===== src/sv/lcr_pkg.sv =====
// Shared types and constants for the load-cell converter serial reader.
// No dependencies; compiled first.
package lcr_pkg;

    localparam int SAMPLE_BITS = 24;
    localparam int HALF_W      = 16;
    localparam int TIMEOUT_W   = 24;
    localparam int GAIN_W      = 2;
    localparam int BITCNT_W    = 5;
    localparam int CFG_IDX_W   = 2;
    localparam int CFG_DATA_W  = 24;

    // command codes carried by each tick
    localparam logic [1:0] OP_TICK = 2'd0;
    localparam logic [1:0] OP_READ = 2'd1;
    localparam logic [1:0] OP_DOWN = 2'd2;
    localparam logic [1:0] OP_UP   = 2'd3;

    // configuration register indexes
    localparam logic [CFG_IDX_W-1:0] REG_HALF_PERIOD = 2'd0;
    localparam logic [CFG_IDX_W-1:0] REG_TIMEOUT     = 2'd1;
    localparam logic [CFG_IDX_W-1:0] REG_GAIN_PULSES = 2'd2;

    localparam logic [HALF_W-1:0]    HALF_RESET    = 16'd1;
    localparam logic [TIMEOUT_W-1:0] TIMEOUT_RESET = 24'd1000000;
    localparam logic [GAIN_W-1:0]    GAIN_RESET    = 2'd3;

    typedef struct packed {
        logic [HALF_W-1:0]    half_period_ticks;
        logic [TIMEOUT_W-1:0] timeout_ticks;
        logic [GAIN_W-1:0]    gain_pulses;
    } t_cfg;

    typedef struct packed {
        logic                          clock_level;
        logic                          sample_valid;
        logic signed [SAMPLE_BITS-1:0] sample;
        logic                          status;
        logic                          busy_res;
        logic                          data_ready;
    } t_result;

endpackage


===== src/sv/lcr_in_if.sv =====
// Input channel of the serial reader: one tick word (command, data line level).
// Depends on nothing.
interface lcr_in_if;
    logic       valid;
    logic       ready;
    logic [1:0] op;
    logic       data_level;

    modport source (output valid, output op, output data_level, input ready);
    modport sink   (input valid, input op, input data_level, output ready);
endinterface


===== src/sv/lcr_out_if.sv =====
// Output channel of the serial reader: one result word per tick.
// Depends on nothing.
interface lcr_out_if;
    logic               valid;
    logic               ready;
    logic               clock_level;
    logic               sample_valid;
    logic signed [23:0] sample;
    logic               status;
    logic               busy_res;
    logic               data_ready;

    modport source (output valid, output clock_level, output sample_valid, output sample,
                    output status, output busy_res, output data_ready, input ready);
    modport sink   (input valid, input clock_level, input sample_valid, input sample,
                    input status, input busy_res, input data_ready, output ready);
endinterface


===== src/sv/lcr_core.sv =====
// Clock-line sequencer state and single-tick next-state logic.
// Depends on lcr_pkg.
module lcr_core (
    input  logic             i_clk,
    input  logic             i_rst_n,
    input  logic             i_step,
    input  logic [1:0]       i_op,
    input  logic             i_data_level,
    input  lcr_pkg::t_cfg    i_cfg,
    output lcr_pkg::t_result o_res
);
    import lcr_pkg::*;

    typedef enum logic [2:0] {PH_IDLE, PH_WAIT, PH_HIGH, PH_LOW, PH_DOWN} t_phase;

    t_phase                 r_phase,      n_phase;
    logic [BITCNT_W-1:0]    r_bit_count,  n_bit_count;
    logic [HALF_W-1:0]      r_half_timer, n_half_timer;
    logic [TIMEOUT_W-1:0]   r_wait_count, n_wait_count;
    logic [SAMPLE_BITS-1:0] r_shift_bits, n_shift_bits;
    logic                   r_clock_out,  n_clock_out;
    logic                   r_error_flag, n_error_flag;

    logic [HALF_W-1:0]   half;
    logic [GAIN_W-1:0]   extra;
    logic [BITCNT_W-1:0] total;
    logic [HALF_W-1:0]   ht_inc;
    logic [BITCNT_W-1:0] bc_inc;
    logic                valid;
    logic [SAMPLE_BITS-1:0] result;

    always_comb begin
        half  = (i_cfg.half_period_ticks == '0) ? HALF_W'(1) : i_cfg.half_period_ticks;
        extra = (i_cfg.gain_pulses == '0) ? GAIN_W'(1) : i_cfg.gain_pulses;
        total = BITCNT_W'(SAMPLE_BITS) + {{(BITCNT_W-GAIN_W){1'b0}}, extra};

        n_phase      = r_phase;
        n_bit_count  = r_bit_count;
        n_half_timer = r_half_timer;
        n_wait_count = r_wait_count;
        n_shift_bits = r_shift_bits;
        n_clock_out  = r_clock_out;
        n_error_flag = r_error_flag;
        ht_inc       = r_half_timer + HALF_W'(1);
        bc_inc       = r_bit_count + BITCNT_W'(1);
        valid        = 1'b0;
        result       = '0;

        // commands only act outside a read
        if (r_phase == PH_IDLE || r_phase == PH_DOWN) begin
            if (i_op == OP_READ && r_phase == PH_IDLE) begin
                n_phase      = PH_WAIT;
                n_wait_count = '0;
            end else if (i_op == OP_DOWN) begin
                n_phase      = PH_DOWN;
                n_clock_out  = 1'b1;
                n_error_flag = 1'b0;
            end else if (i_op == OP_UP) begin
                n_phase      = PH_IDLE;
                n_clock_out  = 1'b0;
                n_error_flag = 1'b0;
            end
        end

        unique case (n_phase)
            PH_WAIT: begin
                if (!i_data_level) begin
                    n_phase      = PH_HIGH;
                    n_clock_out  = 1'b1;
                    n_half_timer = '0;
                    n_bit_count  = '0;
                    n_shift_bits = '0;
                end else if (n_wait_count >= i_cfg.timeout_ticks) begin
                    n_phase      = PH_IDLE;
                    n_clock_out  = 1'b0;
                    n_error_flag = 1'b1;
                end else begin
                    n_wait_count = n_wait_count + TIMEOUT_W'(1);
                end
            end
            PH_HIGH: begin
                n_half_timer = ht_inc;
                if (ht_inc >= half) begin
                    n_phase      = PH_LOW;
                    n_clock_out  = 1'b0;
                    n_half_timer = '0;
                end
            end
            PH_LOW: begin
                // data bit sampled on the first tick after the falling edge
                if (r_half_timer == '0 && r_bit_count < BITCNT_W'(SAMPLE_BITS)) begin
                    n_shift_bits = {r_shift_bits[SAMPLE_BITS-2:0], i_data_level};
                end
                n_half_timer = ht_inc;
                if (ht_inc >= half) begin
                    n_half_timer = '0;
                    n_bit_count  = bc_inc;
                    if (bc_inc >= total) begin
                        n_phase      = PH_IDLE;
                        valid        = 1'b1;
                        result       = n_shift_bits;
                        n_error_flag = 1'b0;
                        n_bit_count  = '0;
                    end else begin
                        n_phase     = PH_HIGH;
                        n_clock_out = 1'b1;
                    end
                end
            end
            default: begin
            end
        endcase

        o_res.clock_level  = n_clock_out;
        o_res.sample_valid = valid;
        o_res.sample       = $signed(result);
        o_res.status       = n_error_flag;
        o_res.busy_res     = (n_phase == PH_WAIT || n_phase == PH_HIGH || n_phase == PH_LOW);
        o_res.data_ready   = !i_data_level;
    end

    always_ff @(posedge i_clk) begin
        if (!i_rst_n) begin
            r_phase      <= PH_IDLE;
            r_bit_count  <= '0;
            r_half_timer <= '0;
            r_wait_count <= '0;
            r_shift_bits <= '0;
            r_clock_out  <= 1'b0;
            r_error_flag <= 1'b0;
        end else if (i_step) begin
            r_phase      <= n_phase;
            r_bit_count  <= n_bit_count;
            r_half_timer <= n_half_timer;
            r_wait_count <= n_wait_count;
            r_shift_bits <= n_shift_bits;
            r_clock_out  <= n_clock_out;
            r_error_flag <= n_error_flag;
        end
    end

endmodule


===== src/sv/load_cell_adc_serial_reader.sv =====
// Serial reader for a 24-bit load-cell converter. Every input word is one timing tick
// (command plus sampled data-line level) and yields exactly one result word carrying the
// clock-line level, status and, on the tick a read completes, the signed sample. Words
// enter an input register and the result is computed in one pass into an output register,
// so one word is taken every clock cycle unless the output is stalled, which holds the
// input word in its register. Configuration writes must be made while idle.
module load_cell_adc_serial_reader (
    input  logic                                     i_clk,
    input  logic                                     i_rst_n,
    lcr_in_if.sink                                   i_in_ch,
    lcr_out_if.source                                o_out_ch,
    input  logic                                     i_cfg_we,
    input  logic [lcr_pkg::CFG_IDX_W-1:0]            i_cfg_index,
    input  logic [lcr_pkg::CFG_DATA_W-1:0]           i_cfg_data
);
    import lcr_pkg::*;

    t_cfg    r_cfg;
    logic    r_in_valid;
    logic [1:0] r_op;
    logic    r_dl;
    logic    r_out_valid;
    t_result r_out;
    t_result step_res;
    logic    step;

    assign step           = r_in_valid && (!r_out_valid || o_out_ch.ready);
    assign i_in_ch.ready  = !r_in_valid || step;

    always_ff @(posedge i_clk) begin
        if (!i_rst_n) begin
            r_cfg.half_period_ticks <= HALF_RESET;
            r_cfg.timeout_ticks     <= TIMEOUT_RESET;
            r_cfg.gain_pulses       <= GAIN_RESET;
        end else if (i_cfg_we) begin
            unique case (i_cfg_index)
                REG_HALF_PERIOD: r_cfg.half_period_ticks <= i_cfg_data[HALF_W-1:0];
                REG_TIMEOUT:     r_cfg.timeout_ticks     <= i_cfg_data[TIMEOUT_W-1:0];
                REG_GAIN_PULSES: r_cfg.gain_pulses       <= i_cfg_data[GAIN_W-1:0];
                default: begin
                end
            endcase
        end
    end

    // input word register
    always_ff @(posedge i_clk) begin
        if (!i_rst_n) begin
            r_in_valid <= 1'b0;
        end else if (i_in_ch.ready) begin
            r_in_valid <= i_in_ch.valid;
        end
        if (i_in_ch.ready && i_in_ch.valid) begin
            r_op <= i_in_ch.op;
            r_dl <= i_in_ch.data_level;
        end
    end

    lcr_core u_core (
        .i_clk        (i_clk),
        .i_rst_n      (i_rst_n),
        .i_step       (step),
        .i_op         (r_op),
        .i_data_level (r_dl),
        .i_cfg        (r_cfg),
        .o_res        (step_res)
    );

    // result register
    always_ff @(posedge i_clk) begin
        if (!i_rst_n) begin
            r_out_valid <= 1'b0;
        end else if (step) begin
            r_out_valid <= 1'b1;
        end else if (o_out_ch.ready) begin
            r_out_valid <= 1'b0;
        end
        if (step) begin
            r_out <= step_res;
        end
    end

    assign o_out_ch.valid        = r_out_valid;
    assign o_out_ch.clock_level  = r_out.clock_level;
    assign o_out_ch.sample_valid = r_out.sample_valid;
    assign o_out_ch.sample       = r_out.sample;
    assign o_out_ch.status       = r_out.status;
    assign o_out_ch.busy_res     = r_out.busy_res;
    assign o_out_ch.data_ready   = r_out.data_ready;

    // a completed read is never busy and never flagged as timed out
    a_done_clean: assert property (@(posedge i_clk) disable iff (!i_rst_n)
        r_out_valid && r_out.sample_valid |-> !r_out.busy_res && !r_out.status)
        else $error("completed sample with busy or timeout");

    // sample field is zero unless a read completed
    a_sample_zero: assert property (@(posedge i_clk) disable iff (!i_rst_n)
        r_out_valid && !r_out.sample_valid |-> r_out.sample == '0)
        else $error("sample nonzero without completion");

    // a processed word always produces a result word next cycle
    a_step_out: assert property (@(posedge i_clk) disable iff (!i_rst_n)
        step |=> r_out_valid)
        else $error("result word lost");

    // an accepted word is held in the input register next cycle
    a_in_hold: assert property (@(posedge i_clk) disable iff (!i_rst_n)
        i_in_ch.valid && i_in_ch.ready |=> r_in_valid)
        else $error("accepted word dropped");

endmodule

===== src/flat_wrapper.sv =====
// flat-port wrapper written by rule: the top's interface ports become plain ports
module load_cell_adc_serial_reader_flat import lcr_pkg::*;
  (i_clk, i_rst_n, i_cfg_we, i_cfg_index, i_cfg_data, i_in_ch_valid, i_in_ch_op, i_in_ch_data_level, i_in_ch_ready, o_out_ch_valid, o_out_ch_clock_level, o_out_ch_sample_valid, o_out_ch_sample, o_out_ch_status, o_out_ch_busy_res, o_out_ch_data_ready, o_out_ch_ready);
  lcr_in_if i_in_ch_i ();
  lcr_out_if o_out_ch_i ();
  input  logic i_clk;
  input  logic i_rst_n;
  input  logic i_cfg_we;
  input  logic [lcr_pkg::CFG_IDX_W-1:0] i_cfg_index;
  input  logic [lcr_pkg::CFG_DATA_W-1:0] i_cfg_data;
  input wire logic [$bits(i_in_ch_i.valid)-1:0] i_in_ch_valid;
  input wire logic [$bits(i_in_ch_i.op)-1:0] i_in_ch_op;
  input wire logic [$bits(i_in_ch_i.data_level)-1:0] i_in_ch_data_level;
  output wire logic [$bits(i_in_ch_i.ready)-1:0] i_in_ch_ready;
  output wire logic [$bits(o_out_ch_i.valid)-1:0] o_out_ch_valid;
  output wire logic [$bits(o_out_ch_i.clock_level)-1:0] o_out_ch_clock_level;
  output wire logic [$bits(o_out_ch_i.sample_valid)-1:0] o_out_ch_sample_valid;
  output wire logic [$bits(o_out_ch_i.sample)-1:0] o_out_ch_sample;
  output wire logic [$bits(o_out_ch_i.status)-1:0] o_out_ch_status;
  output wire logic [$bits(o_out_ch_i.busy_res)-1:0] o_out_ch_busy_res;
  output wire logic [$bits(o_out_ch_i.data_ready)-1:0] o_out_ch_data_ready;
  input wire logic [$bits(o_out_ch_i.ready)-1:0] o_out_ch_ready;
  assign i_in_ch_i.valid = i_in_ch_valid;
  assign i_in_ch_i.op = i_in_ch_op;
  assign i_in_ch_i.data_level = i_in_ch_data_level;
  assign i_in_ch_ready = i_in_ch_i.ready;
  assign o_out_ch_valid = o_out_ch_i.valid;
  assign o_out_ch_clock_level = o_out_ch_i.clock_level;
  assign o_out_ch_sample_valid = o_out_ch_i.sample_valid;
  assign o_out_ch_sample = o_out_ch_i.sample;
  assign o_out_ch_status = o_out_ch_i.status;
  assign o_out_ch_busy_res = o_out_ch_i.busy_res;
  assign o_out_ch_data_ready = o_out_ch_i.data_ready;
  assign o_out_ch_i.ready = o_out_ch_ready;
  load_cell_adc_serial_reader u_core (.i_clk(i_clk), .i_rst_n(i_rst_n), .i_in_ch(i_in_ch_i), .o_out_ch(o_out_ch_i), .i_cfg_we(i_cfg_we), .i_cfg_index(i_cfg_index), .i_cfg_data(i_cfg_data));
endmodule

===== config.mk =====
export PLATFORM = sky130hd
export DESIGN_NAME = load_cell_adc_serial_reader_flat
export DESIGN_NICKNAME = d
export VERILOG_FILES = /design/src/sv/lcr_pkg.sv /design/src/sv/lcr_in_if.sv /design/src/sv/lcr_out_if.sv /design/src/sv/lcr_core.sv /design/src/sv/load_cell_adc_serial_reader.sv /design/src/flat_wrapper.sv
export SDC_FILE = /design/constraint.sdc
export NUM_CORES = 1
export LEC_CHECK = 0
export BUFFER_PORTS_ARGS = -buffer_cell sky130_fd_sc_hd__clkbuf_2
export CAP_MARGIN = 10
export CELL_PAD_IN_SITES_DETAIL_PLACEMENT = 2
export CELL_PAD_IN_SITES_GLOBAL_PLACEMENT = 2
export CORE_MARGIN = 1.5
export CORE_UTILIZATION = 40
export CTS_CLUSTER_DIAMETER = 120
export CTS_CLUSTER_SIZE = 28
export DETAILED_ROUTE_END_ITERATION = 6
export PLACE_DENSITY = 0.9
export SYNTH_ARGS = -nofsm -noshare
export SYNTH_HDL_FRONTEND = slang
export SYNTH_SLANG_ARGS = --single-unit
export TNS_END_PERCENT = 30

===== constraint.sdc =====
create_clock -name i_clk -period 6 [get_ports i_clk]
set_clock_uncertainty 0.2 [all_clocks]
set_input_delay 1.2 -clock i_clk [delete_from_list [all_inputs] [get_ports i_clk]]
set_output_delay 1.2 -clock i_clk [all_outputs]
set_load 0.01 [all_outputs]

# [Word level (Yosys, flattened, before mapping)]
# Cells that the tools add are included.
[word_totals] regBits=150 wordCells=120
[classes] addsub=4 order_cmp=4 n_eq_ne=14 n_mux=49 n_reduce_logical=29
[ops] cell="24-bit 2-to-1 mux" n=7
[ops] cell="16-bit 2-to-1 mux" n=3
[ops] cell="24-bit one-hot mux with 2 select lines" n=1
[ops] cell="16-bit logical NOT" n=2
[ops] cell="16-bit one-hot mux with 2 select lines" n=1
[ops] cell="24-bit by 1-bit adder with 24-bit output, second input constant" n=1
[ops] cell="24-bit greater-or-equal comparator" n=1
[ops] cell="3-bit 2-to-1 mux" n=8
[ops] cell="1-bit 2-to-1 mux" n=20
[ops] cell="16-bit by 1-bit adder with 16-bit output, second input constant" n=1
[ops] cell="16-bit greater-or-equal comparator" n=1
[ops] cell="5-bit 2-to-1 mux" n=3
[ops] cell="3-bit by 2-bit == test with 1-bit output, second input constant" n=4
[ops] cell="5-bit one-hot mux with 2 select lines" n=1
[ops] cell="3-bit one-hot mux with 3 select lines" n=1
[ops] cell="3-bit AND reduction" n=3
[ops] cell="2-bit AND reduction" n=4
[ops] cell="2-bit == test, second input constant" n=3
[ops] cell="3-bit by 1-bit == test with 1-bit output, second input constant" n=2
[ops] cell="2-bit nonzero test" n=3
[ops] cell="4-bit by 3-bit adder with 5-bit output, first input constant" n=1
[ops] cell="5-bit by 1-bit adder with 5-bit output, second input constant" n=1
[ops] cell="5-bit greater-or-equal comparator" n=1
[ops] cell="1-bit logical OR" n=5
[ops] cell="13 further kinds" n=22

# [Longest topological paths before layout]
[logic_depth] depth_word=11 depth_mapped=16 ltp_nobuf=14

# [By module]
# From an unflattened synthesis, not the netlist that was laid out.
[hier_totals] hier_cells=967 area_unflattened_um2=8413.1
[modules_own_cells] module="lcr_core" n_inst=1 cells_each=753 area_per_inst_um2=5664.2 seq_area_each_um2=1481.4
[modules_own_cells] module="load_cell_adc_serial_reader" n_inst=1 cells_each=214 area_per_inst_um2=2748.9 seq_area_each_um2=1841.8

# [Worst setup path before layout]
# Ideal clock, no wire load.
[synth_path] path_type="reg2reg" from="register u_core.u_core.r_half_timer[0]" to="register u_core.r_out (netlist bit u_core.o_out_ch.status) (data pin)" setup_time_ps=263 t_arrival_ps=3465 path_slack_ps=2072 stages_incl_launch_ff=16 path_buffers=1 path_cell_list="dfxtp_1 ha_1 nand3_2 nor4_1 and3_1 and3_1 xor2_1 ha_1 nand2_1 nor3_1 o311ai_0 o211a_1 or3_1 buf_2 nor2b_1 o2bb2ai_1"
[synth_rtl] element="from (decl)" line="lcr_core.sv:18" rtl="logic [HALF_W-1:0] r_half_timer, n_half_timer;"
[synth_rtl] element="from (signal assigned)" line="lcr_core.sv:134" rtl="r_half_timer <= n_half_timer;"
[synth_rtl] element="to (signal assigned)" line="load_cell_adc_serial_reader.sv:79" rtl="r_out <= step_res;"
[synth_rtl] element="to (decl)" line="load_cell_adc_serial_reader.sv:23" rtl="t_result r_out;"

# [Final worst setup path]
[layout_path] from="register u_core.u_core.r_half_timer[0]" to="register u_core.u_core.r_phase[1]"
[layout_between] elab_chain_cells=4 word_cells_on_any_way=5
[layout_lines] element="16-bit by 1-bit adder with 16-bit output (*)" line="lcr_core.sv:44" rtl="ht_inc = r_half_timer + HALF_W'(1);"
[layout_lines] element="16-bit greater-or-equal comparator (*)" line="lcr_core.sv:83, lcr_core.sv:95"
[layout_lines] element="3-bit 2-to-1 mux, on equally long branches" line="lcr_core.sv:95, lcr_core.sv:83"
[layout_lines] element="3-bit one-hot mux with 3 select lines (*)" line="lcr_core.sv:65" rtl="unique case (n_phase)"
[layout_lines] element="to (signal assigned)" line="lcr_core.sv:132" rtl="r_phase <= n_phase;"
[layout_lines] element="to (decl)" line="lcr_core.sv:16" rtl="t_phase r_phase, n_phase;"
# Mark *: on every way between the ends. The rest lies on a longest branch, timed or not.
# A chain may end at the register's enable or synchronous reset.

==> load_flow_metrics.sql <==
INSERT INTO impl_metrics (metric_group, metric, value, unit) VALUES
('global_routing', 'global_route.usage.total', '0.305', ''),
('clock_network', 'clock_tree.root_cell', 'sky130_fd_sc_hd__clkbuf_16', ''),
('logic_synthesis', 'muxShareOfSynthArea', '0.0103', ''),
('clock_network', 'postCtsHoldBufs', '0', ''),
('critical_path', 'crit_start', 'u_core.u_core.r_half_timer[0]', ''),
('clock_network', 'cts.repair.resized', '0', ''),
('logic_synthesis', 'synth-edff-count', '32', ''),
('logic_synthesis', 'synth_async_sr_flop_share', '0', ''),
('logic_synthesis', 'synth-compound-area-share', '0.186', ''),
('sta', 'unrepaired_setup_endpoints_after_global_routing', 'no', ''),
('routing', 'postRouteWirelength', '30600', 'um'),
('global_routing', 'grt_max_degree', '45', ''),
('clock_network', 'cts_max_path_buffers', '2', ''),
('min_path', 'hp-class', 'register to register', ''),
('layout', 'diodes', '0', ''),
('logic_synthesis', 'synth_top_family_by_area', 'simple AND/OR/NAND/NOR gates', ''),
('critical_path', 'critPathLaunchType', 'register', ''),
('clock_network', 'tritoncts.num_buffers', '17', ''),
('power', 'vdd_drop_max', '0.000198', 'V'),
('routing', 'routed-via-count', '7635', ''),
('critical_path', 'worst-setup-path-type', 'register to register', ''),
('sta', 'period_needed', '5.13', 'ns'),
('layout', 'layout.cells.most_common', 'sky130_fd_sc_hd__nand2_1', ''),
('logic_synthesis', 'seq_area_frac_synth', '0.414', ''),
('placed_design', 'post-dp-hpwl', '18000', 'um'),
('min_path', 'hold-path-endpoint', 'u_core.r_cfg[9]', ''),
('logic_synthesis', 'synth_nets', '1039', ''),
('clock_network', 'tritoncts_num_sinks', '150', ''),
('routing', 'first_pass_iteration_count_of_the_detailed_router', '4', ''),
('routing', 'route.detailed.wl_per_inst', '23.9', 'um'),
('global_routing', 'gr-total-overflow', '0', ''),
('logic_synthesis', 'synthesis.area_per_instance', '8.38', 'um2'),
('global_routing', 'vias_in_the_first_global_route', '8366', ''),
('placed_design', 'place_congestion', '0.797', ''),
('logic_synthesis', 'post_synth_num_cell_types', '76', ''),
('sta', 'hold_viol', '0', ''),
('floorplan', 'die_w', '145', 'um'),
('min_path', 'timing.hold.worst_path_depth', '2', ''),
('power', 'p_leak', '3.54', 'nW'),
('floorplan', 'initial_core_util', '0.410', ''),
('routing', 'drt_drc_violations_left', '0', ''),
('clock_network', 'clock_tree_from_tritoncts', 'built', ''),
('power', 'report.power.total', '2.32', 'mW'),
('clock_network', 'post_cts.repair.setup_buffers', '0', ''),
('layout', 'final_layout_fill_cell_count', '2187', ''),
('routing', 'drtIter0Drc', '397', ''),
('clock_network', 'clk-insertion-delay-late', '0.45', 'ns'),
('power', 'power.density', '255', 'nW/um2'),
('placed_design', 'buffer_ports.inserted', '64', ''),
('critical_path', 'reg2reg_to', 'u_core.u_core.r_phase[1]', ''),
('critical_path', 'crit-reg2reg-launch', 'u_core.u_core.r_half_timer[0]', ''),
('layout', 'layout-drive-gt1-share', '0.143', ''),
('critical_path', 'worst-path-max-fanout', '18', ''),
('sta', 'max_freq', '0.195', 'GHz'),
('logic_synthesis', 'ys_ff_latch', '150', ''),
('floorplan', 'core-area', '19600', 'um2'),
('critical_path', 'cp-end-kind', 'register', ''),
('sta', 'maxSlewHeadroom', '0.208', ''),
('logic_synthesis', 'synth_fa_ha_area_frac', '0.0716', ''),
('clock_network', 'h_tree_level_count', '4', ''),
('sta', 'tightestPinTransition', '1.19', 'ns'),
('run', 'timing.max_cap.violations', '0', ''),
('critical_path', 'worstRegToRegCells', '14', ''),
('min_path', 'hp-start', 'u_core.r_cfg[9]', ''),
('layout', 'layout.cells.most_common_list', 'sky130_fd_sc_hd__nand2_1 (189), sky130_fd_sc_hd__dfxtp_1 (118), sky130_fd_sc_hd__a21oi_1 (103)', ''),
('logic_synthesis', 'synth_simple_gate_area_share', '0.240', ''),
('layout', 'area.growth.synth_to_final', '13.2', '%'),
('critical_path', 'worst_ep_required_time', '6.11', 'ns'),
('outcome', 'status', 'complete, no violations', ''),
('routing', 'detail-route-antenna-nets', '0', ''),
('global_routing', 'global_route_wire_length_before_repair', '48000', 'um');
[synthesized netlist by cell type (19+ instances only)]
master	number	share of area
sky130_fd_sc_hd__a21oi_1	103	0.064
sky130_fd_sc_hd__a22oi_1	26	0.024
sky130_fd_sc_hd__and2_1	33	0.026
sky130_fd_sc_hd__and3_1	19	0.015
sky130_fd_sc_hd__clkbuf_1	35	0.016
sky130_fd_sc_hd__dfxtp_1	118	0.29
sky130_fd_sc_hd__edfxtp_1	32	0.12
sky130_fd_sc_hd__ha_1	46	0.072
sky130_fd_sc_hd__inv_1	55	0.026
sky130_fd_sc_hd__nand2_1	189	0.088
sky130_fd_sc_hd__nand3_1	27	0.017
sky130_fd_sc_hd__nor2_1	53	0.025
sky130_fd_sc_hd__o21ai_0	25	0.016
[report_power, final]
part	switching, mW	leakage [nW]	internal [mW]
Combinational	0.111	2.04	0.0485
Clock	0.478	0.264	0.609
Sequential	0.0168	1.24	1.05
[worst max-delay path by stage]
stage	to	slack, ns	cells past startpoint
finish	u_core.u_core.r_phase[1]	0.87	14
global route	u_core.o_out_ch.status	0.53	14
CTS	u_core.u_core.r_phase[1]	0.89	14
global placement	u_core.o_out_ch.status	1.50	14
detailed placement	u_core.o_out_ch.status	1.17	14
floorplan	u_core.o_out_ch.status	2.07	15
[layer usage]
layer	up-vias	share of wire	GRT usage
met5	-	0	0
met4	0	0.045	0.159
met3	103	0.034	0.0612
met2	199	0.51	0.538
met1	3891	0.41	0.349
li1	3442	-	-
[state kept, by name (all words and copies together), names as in the netlist]
register,count
u_core.u_core.r_bit_count,5
u_core.u_core.r_shift_bits,24
u_core.u_core.r_half_timer,16
u_core.o_out_ch.sample_valid,1
u_core.u_core.r_phase,3
u_core.u_core.r_wait_count,24
u_core.o_out_ch.sample,24
u_core.r_in_valid,1
u_core.r_cfg,42
u_core.o_out_ch.busy_res,1
u_core.r_op,2
u_core.o_out_ch.status,1
u_core.r_dl,1
u_core.o_out_ch.data_ready,1
u_core.u_core.r_clock_out,1
u_core.o_out_ch.valid,1
u_core.u_core.r_error_flag,1
u_core.o_out_ch.clock_level,1
[area by class of cell]
cell class | instances | area, um2 | share of cell area
multi-input cells | 699 | 4260 | 0.469
clock inverters | 13 | 134 | 0.0147
well taps | 265 | 332 | 0.0365
inverters | 57 | 214 | 0.0235
clock buffers | 19 | 433 | 0.0476
flip-flops and latches | 150 | 3320 | 0.365
repair buffers | 74 | 395 | 0.0435
[critical path, stage by stage (launching register included)]
cell                       delay (ns)
sky130_fd_sc_hd__dfxtp_1         0.45
sky130_fd_sc_hd__ha_1            0.30
sky130_fd_sc_hd__nand3_2         0.22
sky130_fd_sc_hd__nor4_1          0.67
sky130_fd_sc_hd__and3_1          0.32
sky130_fd_sc_hd__and3_1          0.20
sky130_fd_sc_hd__xor2_1          0.23
sky130_fd_sc_hd__ha_1            0.27
sky130_fd_sc_hd__nand2_1         0.10
sky130_fd_sc_hd__nor3_1          0.08
sky130_fd_sc_hd__a221oi_1        0.30
sky130_fd_sc_hd__o211a_1         0.38
sky130_fd_sc_hd__or3_1           0.66
sky130_fd_sc_hd__inv_1           0.18
sky130_fd_sc_hd__a211oi_1        0.44
[cells by family (layout without fill, tap and decap cells)]
kind of cell    after synthesis  count (layout)
mux                           8               8
simple gates                398             398
flops                       150             150
xor+xnor                     20              20
fa+ha+maj                    46              46
buf+inv                     110             163
compound gates              227             227
[metrics by stage]
step	hold WS, ns	setup slack, ns	util	std cells	cell area (um2)
after floorplan	0.236	2.07	-	959	8030
after global placement	0.244	1.50	0.435	1245	8530
after detailed placement	0.258	1.17	0.435	1245	8530
after CTS	0.268	0.888	0.464	1277	9090
after global routing	0.287	0.533	0.464	1277	9090
final	0.263	0.868	0.464	1277	9090
(Power assumes the default switching activity.)
